**src/bsa_pkg.sv**
```systemverilog
// package for the budgeted slot allocator
// beat types, status and kind codes, register map and sizing constants
// no dependencies
`timescale 1ns / 1ps
`default_nettype none

package bsa_pkg;

	localparam int SLOT_COUNT = 8;
	localparam int IDX_W      = 3;
	localparam int CNT_W      = 4;
	localparam int OWNER_W    = 32;
	localparam int BYTES_W    = 48;
	localparam int TALLY_W    = 32;
	localparam int APB_ADDR_W = 6;
	localparam int APB_DATA_W = 64;
	localparam int REG_SEL_W  = 3;

	localparam logic [1:0] KIND_ALLOC   = 2'd0;
	localparam logic [1:0] KIND_RELEASE = 2'd1;
	localparam logic [1:0] KIND_EVICT   = 2'd2;
	localparam logic [1:0] KIND_NOP     = 2'd3;

	localparam logic [2:0] ST_OK       = 3'd0;
	localparam logic [2:0] ST_NULL     = 3'd1;
	localparam logic [2:0] ST_BUDGET   = 3'd2;
	localparam logic [2:0] ST_NOSLOT   = 3'd3;
	localparam logic [2:0] ST_NOTFOUND = 3'd4;

	// register select, taken from paddr[5:3]
	localparam logic [REG_SEL_W-1:0] REG_SLOTS    = 3'd0;
	localparam logic [REG_SEL_W-1:0] REG_LIMIT    = 3'd1;
	localparam logic [REG_SEL_W-1:0] REG_ALLOCS   = 3'd2;
	localparam logic [REG_SEL_W-1:0] REG_RELEASES = 3'd3;
	localparam logic [REG_SEL_W-1:0] REG_EVICTS   = 3'd4;

	localparam logic [CNT_W-1:0]   SLOTS_RESET = 4'd8;
	localparam logic [BYTES_W-1:0] LIMIT_RESET = {BYTES_W{1'b1}};

	typedef struct packed {
		logic [1:0]         kind;
		logic [OWNER_W-1:0] owner_id;
		logic [BYTES_W-1:0] byte_count;
	} req_t;

	typedef struct packed {
		logic [2:0]         status;
		logic [2:0]         slot_index;
		logic [BYTES_W-1:0] freed_bytes;
		logic [BYTES_W-1:0] bytes_in_use;
		logic [CNT_W-1:0]   occupied_slots;
	} rsp_t;

	typedef struct packed {
		logic [CNT_W-1:0]   slots_in_use;
		logic [BYTES_W-1:0] hard_byte_limit;
	} cfg_t;

	typedef struct packed {
		logic [TALLY_W-1:0] allocs;
		logic [TALLY_W-1:0] releases;
		logic [TALLY_W-1:0] evicts;
	} tally_t;

endpackage

`default_nettype wire

```
**src/bsa_cfg_regs.sv**
```systemverilog
// apb register file: slot limit and hard byte limit, read-only activity tallies
// depends on bsa_pkg
`timescale 1ns / 1ps
`default_nettype none

module bsa_cfg_regs (
	input  wire logic                            clk,
	input  wire logic                            arst_n,
	input  wire logic                            psel,
	input  wire logic                            penable,
	input  wire logic                            pwrite,
	input  wire logic [bsa_pkg::APB_ADDR_W-1:0]  paddr,
	input  wire logic [bsa_pkg::APB_DATA_W-1:0]  pwdata,
	output logic      [bsa_pkg::APB_DATA_W-1:0]  prdata,
	output logic                                 pready,
	input  wire bsa_pkg::tally_t                 tally,
	output bsa_pkg::cfg_t                        cfg
);
	import bsa_pkg::*;

	logic [REG_SEL_W-1:0] sel;
	logic                 wr_en;
	cfg_t                 cfg_q;

	assign sel    = paddr[APB_ADDR_W-1 -: REG_SEL_W];
	assign wr_en  = psel & penable & pwrite;
	assign pready = 1'b1;
	assign cfg    = cfg_q;

	always_ff @(posedge clk or negedge arst_n) begin
		if (!arst_n) begin
			cfg_q.slots_in_use    <= SLOTS_RESET;
			cfg_q.hard_byte_limit <= LIMIT_RESET;
		end else if (wr_en) begin
			if (sel == REG_SLOTS) begin
				cfg_q.slots_in_use <= pwdata[CNT_W-1:0];
			end
			if (sel == REG_LIMIT) begin
				cfg_q.hard_byte_limit <= pwdata[BYTES_W-1:0];
			end
		end
	end

	always_comb begin
		unique case (sel)
			REG_SLOTS:    prdata = APB_DATA_W'(cfg_q.slots_in_use);
			REG_LIMIT:    prdata = APB_DATA_W'(cfg_q.hard_byte_limit);
			REG_ALLOCS:   prdata = APB_DATA_W'(tally.allocs);
			REG_RELEASES: prdata = APB_DATA_W'(tally.releases);
			REG_EVICTS:   prdata = APB_DATA_W'(tally.evicts);
			default:      prdata = '0;
		endcase
	end

endmodule

`default_nettype wire

```
**src/budgeted_slot_allocator.sv**
```systemverilog
// top level: first-fit slot table with a byte budget, one slot compare per cycle
// depends on bsa_pkg and bsa_cfg_regs
// sequence: accept, check state, then a scan from slot 0 for beats that pass the check,
// then a done state that registers the result; null, budget, no-op and empty-limit beats skip the scan
// one beat at a time: req_stall stays high from accept until the result beat is registered; one owner comparator
// reset: table, byte total, counters and tallies clear at once, no clearing pass
`timescale 1ns / 1ps
`default_nettype none

module budgeted_slot_allocator (
	input  wire logic                            clk,
	input  wire logic                            arst_n,
	input  wire logic                            req_valid,
	output logic                                 req_stall,
	input  wire bsa_pkg::req_t                   req,
	output logic                                 rsp_valid,
	input  wire logic                            rsp_stall,
	output bsa_pkg::rsp_t                        rsp,
	input  wire logic                            psel,
	input  wire logic                            penable,
	input  wire logic                            pwrite,
	input  wire logic [bsa_pkg::APB_ADDR_W-1:0]  paddr,
	input  wire logic [bsa_pkg::APB_DATA_W-1:0]  pwdata,
	output logic      [bsa_pkg::APB_DATA_W-1:0]  prdata,
	output logic                                 pready
);
	import bsa_pkg::*;

	typedef enum logic [3:0] {
		S_IDLE  = 4'b0001,
		S_CHECK = 4'b0010,
		S_SCAN  = 4'b0100,
		S_DONE  = 4'b1000
	} state_t;

	state_t             state_q;
	cfg_t               cfg;
	tally_t             tally_q;
	req_t               req_q;
	logic [OWNER_W-1:0] slot_q [SLOT_COUNT];
	logic [BYTES_W-1:0] total_q;
	logic [CNT_W-1:0]   active_q;
	logic [IDX_W-1:0]   idx_q;
	logic [OWNER_W-1:0] target_q;
	logic [BYTES_W-1:0] arith_q;
	logic               borrow_q;
	logic [2:0]         status_q;
	logic [2:0]         slot_idx_q;
	logic [BYTES_W-1:0] freed_q;
	rsp_t               rsp_q;
	logic               rsp_valid_q;

	logic [CNT_W-1:0]   lim;
	logic               is_alloc;
	logic [BYTES_W:0]   au_res;
	logic               over;
	logic               hit;
	logic               last;
	logic               out_free;

	bsa_cfg_regs u_regs (
		.clk     (clk),
		.arst_n  (arst_n),
		.psel    (psel),
		.penable (penable),
		.pwrite  (pwrite),
		.paddr   (paddr),
		.pwdata  (pwdata),
		.prdata  (prdata),
		.pready  (pready),
		.tally   (tally_q),
		.cfg     (cfg)
	);

	assign lim = (cfg.slots_in_use > CNT_W'(SLOT_COUNT)) ? CNT_W'(SLOT_COUNT)
		: cfg.slots_in_use;
	assign is_alloc = (req_q.kind == KIND_ALLOC);

	// shared add/subtract: new total on allocate, reduced total otherwise
	assign au_res = is_alloc ? ({1'b0, total_q} + {1'b0, req_q.byte_count})
		: ({1'b0, total_q} - {1'b0, req_q.byte_count});
	assign over   = au_res > {1'b0, cfg.hard_byte_limit};

	assign hit      = (slot_q[idx_q] == target_q);
	assign last     = ((CNT_W'(idx_q) + CNT_W'(1)) == lim);
	assign out_free = !rsp_valid_q || !rsp_stall;

	assign req_stall = (state_q != S_IDLE);
	assign rsp_valid = rsp_valid_q;
	assign rsp       = rsp_q;

	always_ff @(posedge clk or negedge arst_n) begin
		if (!arst_n) begin
			state_q     <= S_IDLE;
			rsp_valid_q <= 1'b0;
			total_q     <= '0;
			active_q    <= '0;
			tally_q     <= '0;
			for (int i = 0; i < SLOT_COUNT; i++) begin
				slot_q[i] <= '0;
			end
		end else begin
			if (state_q == S_DONE && out_free) begin
				rsp_valid_q <= 1'b1;
			end else if (rsp_valid_q && !rsp_stall) begin
				rsp_valid_q <= 1'b0;
			end
			unique case (state_q)
				S_IDLE: begin
					if (req_valid) begin
						state_q <= S_CHECK;
					end
				end
				S_CHECK: begin
					if (req_q.kind == KIND_NOP || req_q.owner_id == '0
						|| (is_alloc && over) || lim == '0) begin
						state_q <= S_DONE;
					end else begin
						state_q <= S_SCAN;
					end
				end
				S_SCAN: begin
					if (hit) begin
						slot_q[idx_q] <= is_alloc ? req_q.owner_id : '0;
						if (is_alloc) begin
							total_q        <= arith_q;
							active_q       <= active_q + CNT_W'(1);
							tally_q.allocs <= tally_q.allocs + TALLY_W'(1);
						end else begin
							total_q <= borrow_q ? '0 : arith_q;
							if (active_q != '0) begin
								active_q <= active_q - CNT_W'(1);
							end
							if (req_q.kind == KIND_RELEASE) begin
								tally_q.releases <= tally_q.releases + TALLY_W'(1);
							end else begin
								tally_q.evicts <= tally_q.evicts + TALLY_W'(1);
							end
						end
						state_q <= S_DONE;
					end else if (last) begin
						state_q <= S_DONE;
					end
				end
				S_DONE: begin
					if (out_free) begin
						state_q <= S_IDLE;
					end
				end
				default: state_q <= S_IDLE;
			endcase
		end
	end

	// payload path
	always_ff @(posedge clk) begin
		unique case (state_q)
			S_IDLE: begin
				if (req_valid) begin
					req_q <= req;
				end
			end
			S_CHECK: begin
				idx_q      <= '0;
				target_q   <= is_alloc ? '0 : req_q.owner_id;
				arith_q    <= au_res[BYTES_W-1:0];
				borrow_q   <= au_res[BYTES_W];
				slot_idx_q <= '0;
				freed_q    <= '0;
				if (req_q.kind == KIND_NOP) begin
					status_q <= ST_OK;
				end else if (req_q.owner_id == '0) begin
					status_q <= ST_NULL;
				end else if (is_alloc && over) begin
					status_q <= ST_BUDGET;
				end else begin
					status_q <= is_alloc ? ST_NOSLOT : ST_NOTFOUND;
				end
			end
			S_SCAN: begin
				idx_q <= idx_q + IDX_W'(1);
				if (hit) begin
					status_q <= ST_OK;
					if (is_alloc) begin
						slot_idx_q <= 3'(idx_q);
					end else begin
						freed_q <= req_q.byte_count;
					end
				end
			end
			S_DONE: begin
				if (out_free) begin
					rsp_q.status         <= status_q;
					rsp_q.slot_index     <= slot_idx_q;
					rsp_q.freed_bytes    <= freed_q;
					rsp_q.bytes_in_use   <= total_q;
					rsp_q.occupied_slots <= active_q;
				end
			end
			default: begin
			end
		endcase
	end

endmodule

`default_nettype wire

```
**config.mk**
```make
export PLATFORM = sky130hd
export DESIGN_NAME = budgeted_slot_allocator
export DESIGN_NICKNAME = d
export VERILOG_FILES = /design/src/bsa_pkg.sv /design/src/bsa_cfg_regs.sv /design/src/budgeted_slot_allocator.sv
export SDC_FILE = /design/constraint.sdc
export NUM_CORES = 1
export LEC_CHECK = 0
export ABC_AREA = 1
export BUFFER_PORTS_ARGS = -buffer_cell sky130_fd_sc_hd__buf_2
export CAP_MARGIN = 20
export CORE_MARGIN = 1
export CORE_UTILIZATION = 25
export CTS_CLUSTER_SIZE = 24
export DETAILED_ROUTE_END_ITERATION = 8
export GPL_TIMING_DRIVEN = 0
export MAX_ROUTING_LAYER = met4
export PLACE_DENSITY_LB_ADDON = 0.08
export SETUP_SLACK_MARGIN = 0.3
export SYNTH_ARGS = -nofsm -noshare
export SYNTH_HDL_FRONTEND = slang
export SYNTH_SLANG_ARGS = --single-unit
export TNS_END_PERCENT = 5
```
**constraint.sdc**
```tcl
create_clock -name clk -period 19.76 [get_ports clk]
set_input_delay 1.976 -clock clk [delete_from_list [all_inputs] [get_ports clk]]
set_output_delay 1.976 -clock clk [all_outputs]
set_load 0.01 [all_outputs]
```
======== Yosys cells after proc, flatten, opt, wreduce, memory -nomap -nowiden ========
Cells that the tools add are included.
W data, S select, Z words.
storage, ports and cells
  bits in registers ....................... 787
  bits in latches ......................... 0
  memory bits (writable) .................. 0
  ROM bits ................................ 0
  word-level logic and storage cells ...... 135
  memories kept ........................... 0
cells by class
  add/sub/neg operators ................... 9
  multipliers ............................. 0
  divide/modulo/power cells ............... 0
  magnitude comparators ................... 4
  equality and inequality tests ........... 19
  shift-type cells ........................ 0
  multiplexer cells ....................... 35
  bitwise logic cells ..................... 5
  reduce and logical (&&, ||, !) cells .... 31
operator list
  cell                     number
  $bwmux W256              1
  $pmux W48 S5             1
  $mux W48                 4
  $mux W32                 4
  $add A32 B1 Y32 const B  3
  $bmux W32 S3             1
  $demux W32 S3            1
  $pmux W48 S2             1
  $add A48 B48 Y49         1
  $gt A49 B48 Y1           1
  $mux W49                 1
  $sub A48 B48 Y49         1
  $eq A32 B32 Y1           1
  $logic_not A32 Y1        1
  $mux W4                  8
  $mux W3                  7
  $pmux W3 S2              3
  $pmux W4 S4              1
  $reduce_and A3 Y1        5
  $reduce_and A2 Y1        6
  $ne A2 B2 Y1 const B     5
  $reduce_and A4 Y1        2
  $eq A3 B2 Y1 const B     2
  $reduce_bool A2 Y1       3
  29 further kinds         39

======== Depth between registers and ports, before layout ========
  depth after elaboration ................. 8
  depth in mapped cells ................... 42
  gate-level depth less buffers ........... 42

======== Modules after synthesis ========
A second synthesis with hierarchy kept.
unflattened totals
  cell total of the unflattened synthesis .. 4,989
  area, all modules ....................... 41,125.7 µm²
modules (own cells, without submodules)
  module                   instances  cells each  area each (µm²)  seq. area each (µm²)
  budgeted_slot_allocator  1          4,496       37,564.8         20,025.5
  bsa_cfg_regs             1          493         3,560.9          1,362.6

======== Least setup slack after synthesis ========
No wires, ideal clock.
  path kind ............................... flip-flop to flip-flop
  start point ............................. reg state_q[3]
  end point ............................... reg freed_q[0], enable pin
  library setup time ...................... 520 ps
  arrival ................................. 8,438 ps
  required time ........................... 19,240 ps
  slack ................................... 10,802 ps
  stages on the path, launching flop included .. 6
  buffers on the path ..................... 0
  clock period less this slack ............ 8,958 ps
  path through ............................ dfrtp_1 nor2_1 inv_1 nor3_1 inv_1 o21ai_0
on the way
  cells in the longest elaborated chain, start to end .. 3
  elaborated cells between the ends (all ways) .. 6
  classes of those cells .................. eq/ne (4); reduce/logical (2)
RTL lines
  what                                                                        line                            RTL
  from (decl)                                                                 budgeted_slot_allocator.sv:36   state_t state_q;
  from (signal assigned)                                                      budgeted_slot_allocator.sv:94   state_q <= S_IDLE;
  from (signal assigned)                                                      budgeted_slot_allocator.sv:111  state_q <= S_CHECK;
  from (signal assigned)                                                      budgeted_slot_allocator.sv:117  state_q <= S_DONE;
  $eq A4 B3 Y1 / $eq A4 B2 Y1 (equally long branches)                         budgeted_slot_allocator.sv:157  unique case (state_q)
  $ne A2 B2 Y1 (no source line) / $reduce_bool A2 Y1 (equally long branches)  -
  $reduce_and A3 Y1 (no source line) *                                        -
  to (signal assigned)                                                        budgeted_slot_allocator.sv:187  freed_q <= req_q.byte_count;
  to (decl)                                                                   budgeted_slot_allocator.sv:49   logic [BYTES_W-1:0] freed_q;
Mark *: on every way between the ends. The rest lies on a longest branch, timed or not.
A chain may end at the register's enable or synchronous reset.

======== Worst setup path after layout ========
  start point ............................. reg req_q[81] (netlist bit)
  end point ............................... reg status_q[0] (data pin)
on the way
  cells in the longest elaborated chain, start to end .. 8
  elaborated cells between the ends (all ways) .. 10
  classes of those cells .................. order compare (1); eq/ne (1); mux (6); reduce/logical (2)
RTL lines
  what                    line                            RTL
  from (decl)             budgeted_slot_allocator.sv:39   req_t req_q;
  from (signal assigned)  budgeted_slot_allocator.sv:160  req_q <= req;
  $logic_not A2 Y1        budgeted_slot_allocator.sv:77   assign is_alloc = (req_q.kind == KIND_ALLOC);
  $mux W49                budgeted_slot_allocator.sv:80   assign au_res = is_alloc ? ({1'b0, total_q} + {1'b0, req_q.byte_count})
  net au_res[42]          budgeted_slot_allocator.sv:55   logic [BYTES_W:0] au_res;
  $gt A49 B48 Y1          budgeted_slot_allocator.sv:82   assign over = au_res > {1'b0, cfg.hard_byte_limit};
  $logic_and A1 B1 Y1     budgeted_slot_allocator.sv:174  end else if (is_alloc && over) begin
  $mux W3                 budgeted_slot_allocator.sv:174
  $mux W3                 budgeted_slot_allocator.sv:172  end else if (req_q.owner_id == '0) begin
  $mux W3                 budgeted_slot_allocator.sv:170  if (req_q.kind == KIND_NOP) begin
  $pmux W3 S2             budgeted_slot_allocator.sv:157
  to (signal assigned)    budgeted_slot_allocator.sv:177  status_q <= is_alloc ? ST_NOSLOT : ST_NOTFOUND;
  to (decl)               budgeted_slot_allocator.sv:47   logic [2:0] status_q;
The timed path passes the listed nets, and every way through them passes these cells.

==> impl_metrics.env <==
export IMPL_reg2reg_depth=27
export IMPL_critical_path_arrival_ps=8070
export IMPL_die_area_sq_um=162800
export IMPL_dp_hpwl_um=133100
export IMPL_whs_endpoint="rsp[59]"
export IMPL_ant_nets=0
export IMPL_synth_top_family_by_area="simple AND/OR/NAND/NOR gates"
export IMPL_cts_setup_buffers=0
export IMPL_dr_first_iter_drc_count=2803
export IMPL_synthCells=4805
export IMPL_synth_area_top_cells="dfrtp_1, edfxtp_1, nand2_1"
export IMPL_maxCapViolations=0
export IMPL_worst_slew_pin_slew_ps=1171
export IMPL_cp_required_ps=20330
export IMPL_row_count=146
export IMPL_powerDensity_nw_per_um2=99.42
export IMPL_yosysWarnings=0
export IMPL_grt_overflow_total=0
export IMPL_ys_flop_type="dfrtp_1"
export IMPL_hp_start="freed_q[7]"
export IMPL_cts_buffers=99
export IMPL_grt_use_total_pct=22.06
export IMPL_setup_violations=0
export IMPL_wl_per_cell_um=23.58
export IMPL_max_slew_margin_rel_pct=21.92
export IMPL_r2r_start="req_q[81]"
export IMPL_r2r_end="status_q[0]"
export IMPL_clock_sinks=787
export IMPL_layout_cells_most_common_list="nand2_1, inv_1, o21ai_0, dfrtp_1, nor2_1"
export IMPL_yosysSeqAreaShare_pct=53.07
export IMPL_synthAdderAreaFrac_pct=3.297
export IMPL_hold_viol=0
export IMPL_critPathCaptureType="flop"
export IMPL_htreeDepth=3
export IMPL_fp_coreArea_sq_um=159100
export IMPL_drc=0
export IMPL_synth_edf_count=326
export IMPL_muxShareOfSynthArea_pct=0
export IMPL_crit_fanout=10
export IMPL_grt_pass1_vias=34169
export IMPL_rsz0062_at_grt="no"
export IMPL_p_leak_nw=22.32
export IMPL_antenna_found_initial=9
export IMPL_root_buffer="clkbuf_16"
export IMPL_cp_slowest_cell="nor2_1"
export IMPL_cts_max_path_buffers=3
export IMPL_finalMaxSlewViolations=0
export IMPL_yosys_area_share_simple_pct=23.21
export IMPL_clock_latency_ps=740
export IMPL_vias_per_cell=4.588
export IMPL_initial_utilization_pct=25.33
export IMPL_clkTransAtPathRegs_ps=70
export IMPL_synth_seq_cells=787
export IMPL_synth_xor_xnor_area_share_pct=4.064
export IMPL_ir_drop_v=0.00007278
export IMPL_io_buffers=295
export IMPL_grt_max_degree=103
export IMPL_ctsHoldBuffers=0
export IMPL_drt_pass1_iter_count=9
export IMPL_routed_wirelength_um=176300
export IMPL_r2r_setup_slack_ps=12260
export IMPL_critPathMaxStageDelay_ps=780
export IMPL_min_period_ps=7500
export IMPL_cts_tree="done"
export IMPL_syn2layout_area_growth_pct=20.10
export IMPL_min_path_cells=0
export IMPL_final_common_cell="nand2_1"
export IMPL_ios=332
export IMPL_hp_class="reg -> reg"
export IMPL_fin_skew_ps=51.44
export IMPL_max_freq_mhz=133.3
export IMPL_path_class="reg -> reg"
export IMPL_yosysTopAreaCellShare_pct=25.52
export IMPL_final_nets=5508
export IMPL_postSynthAreaPerCell_sq_um=8.387
export IMPL_status="completed"
export IMPL_drive_gt1_share_pct=11.82
export IMPL_place_congestion=0.8769
export IMPL_setup_tns_ps=0
export IMPL_crit_top_cell="nand2_1"
export IMPL_die_h_um=403.5
export IMPL_synth_cell_type_count=45
export IMPL_synth_area_sq_um=40300
export IMPL_yosys_area_top_type="dfrtp_1"
export IMPL_grt_pass1_wl_um=251300
export IMPL_worst_setup_path_start_kind="flop"
export IMPL_fin_crit_sh_pct=37.95
export IMPL_synth_compound_area_share_pct=9.370
export IMPL_power_w=0.004812
export IMPL_vias=34312
export IMPL_ctsResizeCount=0
export IMPL_ys_async_sr_fraction_pct=58.58
export IMPL_dieWidth_um=403.5
-- sequential cells by signal, summed over array words and instances (netlist names), 3 cells and up --
name	cells
slot_q	256
rsp	106
tally_q	96
req_q	82
u_regs.cfg	52
arith_q	48
freed_q	48
total_q	48
target_q	32
active_q	4
state_q	4
idx_q	3
slot_idx_q	3
status_q	3
-- critical path: cells and delay by family, from the launching register on --
kind / cells / cell delay, ps
simple gates: 14 / 2960
fa+ha+maj: 2 / 620
buf+inv: 3 / 1110
compound gates: 6 / 1720
flops: 1 / 520
xor+xnor: 2 / 400
-- cell families after synthesis --
group           Yosys count
buf+inv                 690
other cells               2
compound gates          701
fa+ha+maj               105
flops                   787
simple gates           2333
xor+xnor                187
-- cell type report --
class	count	area, sq um
buffer	210	1006
timing repair buffer	323	1992
clock inverter	49	485.5
antenna	3	7.507
clock buffer	138	2830
inverter	480	1802
multi-input combinational	3343	16200
fill	17169	110700
tap	2146	2685
sequential	787	21390
-- per-stage QoR --
stage | instance area [sq um] | utilization [%] | worst slack (ps) | hold WS (ps) | cells
global placement | 44520 | 27.98 | 1880 | 400.6 | 7261
finish | 48400 | 30.42 | 12260 | 396.2 | 7479
global route | 48390 | 30.41 | 11700 | 423.0 | 7476
CTS | 48390 | 30.41 | 12050 | 406.7 | 7476
floorplan | 40360 | - | 10800 | 400.3 | 4820
detailed placement | 45080 | 28.33 | 12100 | 404.5 | 7289
-- worst max-delay path by stage --
| stage | from | cells past startpoint | end | slack (ps) |
|---|---|---|---|---|
| 2_1_floorplan | state_q[3] | 5 | freed_q[0] | 10800 |
| 3_3_place_gp | state_q[3] | 5 | freed_q[45] | 1880 |
| 3_5_place_dp | req_q[81] | 27 | status_q[0] | 12100 |
| 4_1_cts | req_q[81] | 27 | status_q[0] | 12050 |
| 5_1_grt | req_q[81] | 27 | status_q[0] | 11700 |
| 6_report | req_q[81] | 27 | status_q[0] | 12260 |
-- where the power goes --
part | internal (W) | leakage, nW | total [W] | switching, W
clock network | 0.00110 | 1.63 | 0.00190 | 0.000791
registers | 0.00190 | 9.26 | 0.00200 | 0.0000953
logic | 0.000244 | 11.4 | 0.000921 | 0.000677
total | 0.00325 | 22.3 | 0.00481 | 0.00156
-- cell usage after synthesis (3+ instances only) --
cell type     n
o21bai_1      4
inv_1       474
nand2_2       3
xnor2_1      32
nand4_1      24
nand2_1    1611
dfstp_2      50
nand3_1     146
buf_2        51
o22ai_1      23
dfrtp_1     411
clkbuf_1    113
o21ai_1      34
xor2_1      155
a21o_1        6
nor2_1      396
buf_1         8
o21ai_0     438
o2111ai_1     9
buf_6         3
o21a_1        5
nor4_1       46
a221o_1      19
a221oi_1      5
o31ai_1       5
inv_2         4
a21oi_1     127
buf_4        35
ha_1        103
nand3b_1     25
nor2_4        4
edfxtp_1    326
nor3_1       73
a31oi_1      21
-- metal layers --
layer,GRT usage [%],vias up,share of wire [%]
met5,-,-,0
met1,29.43,16811,46
met3,2.481,219,3.8
met2,35.35,836,47
met4,5.997,0,2.8
li1,-,16446,-
No activity file was read; power rests on OpenSTA's default activity.
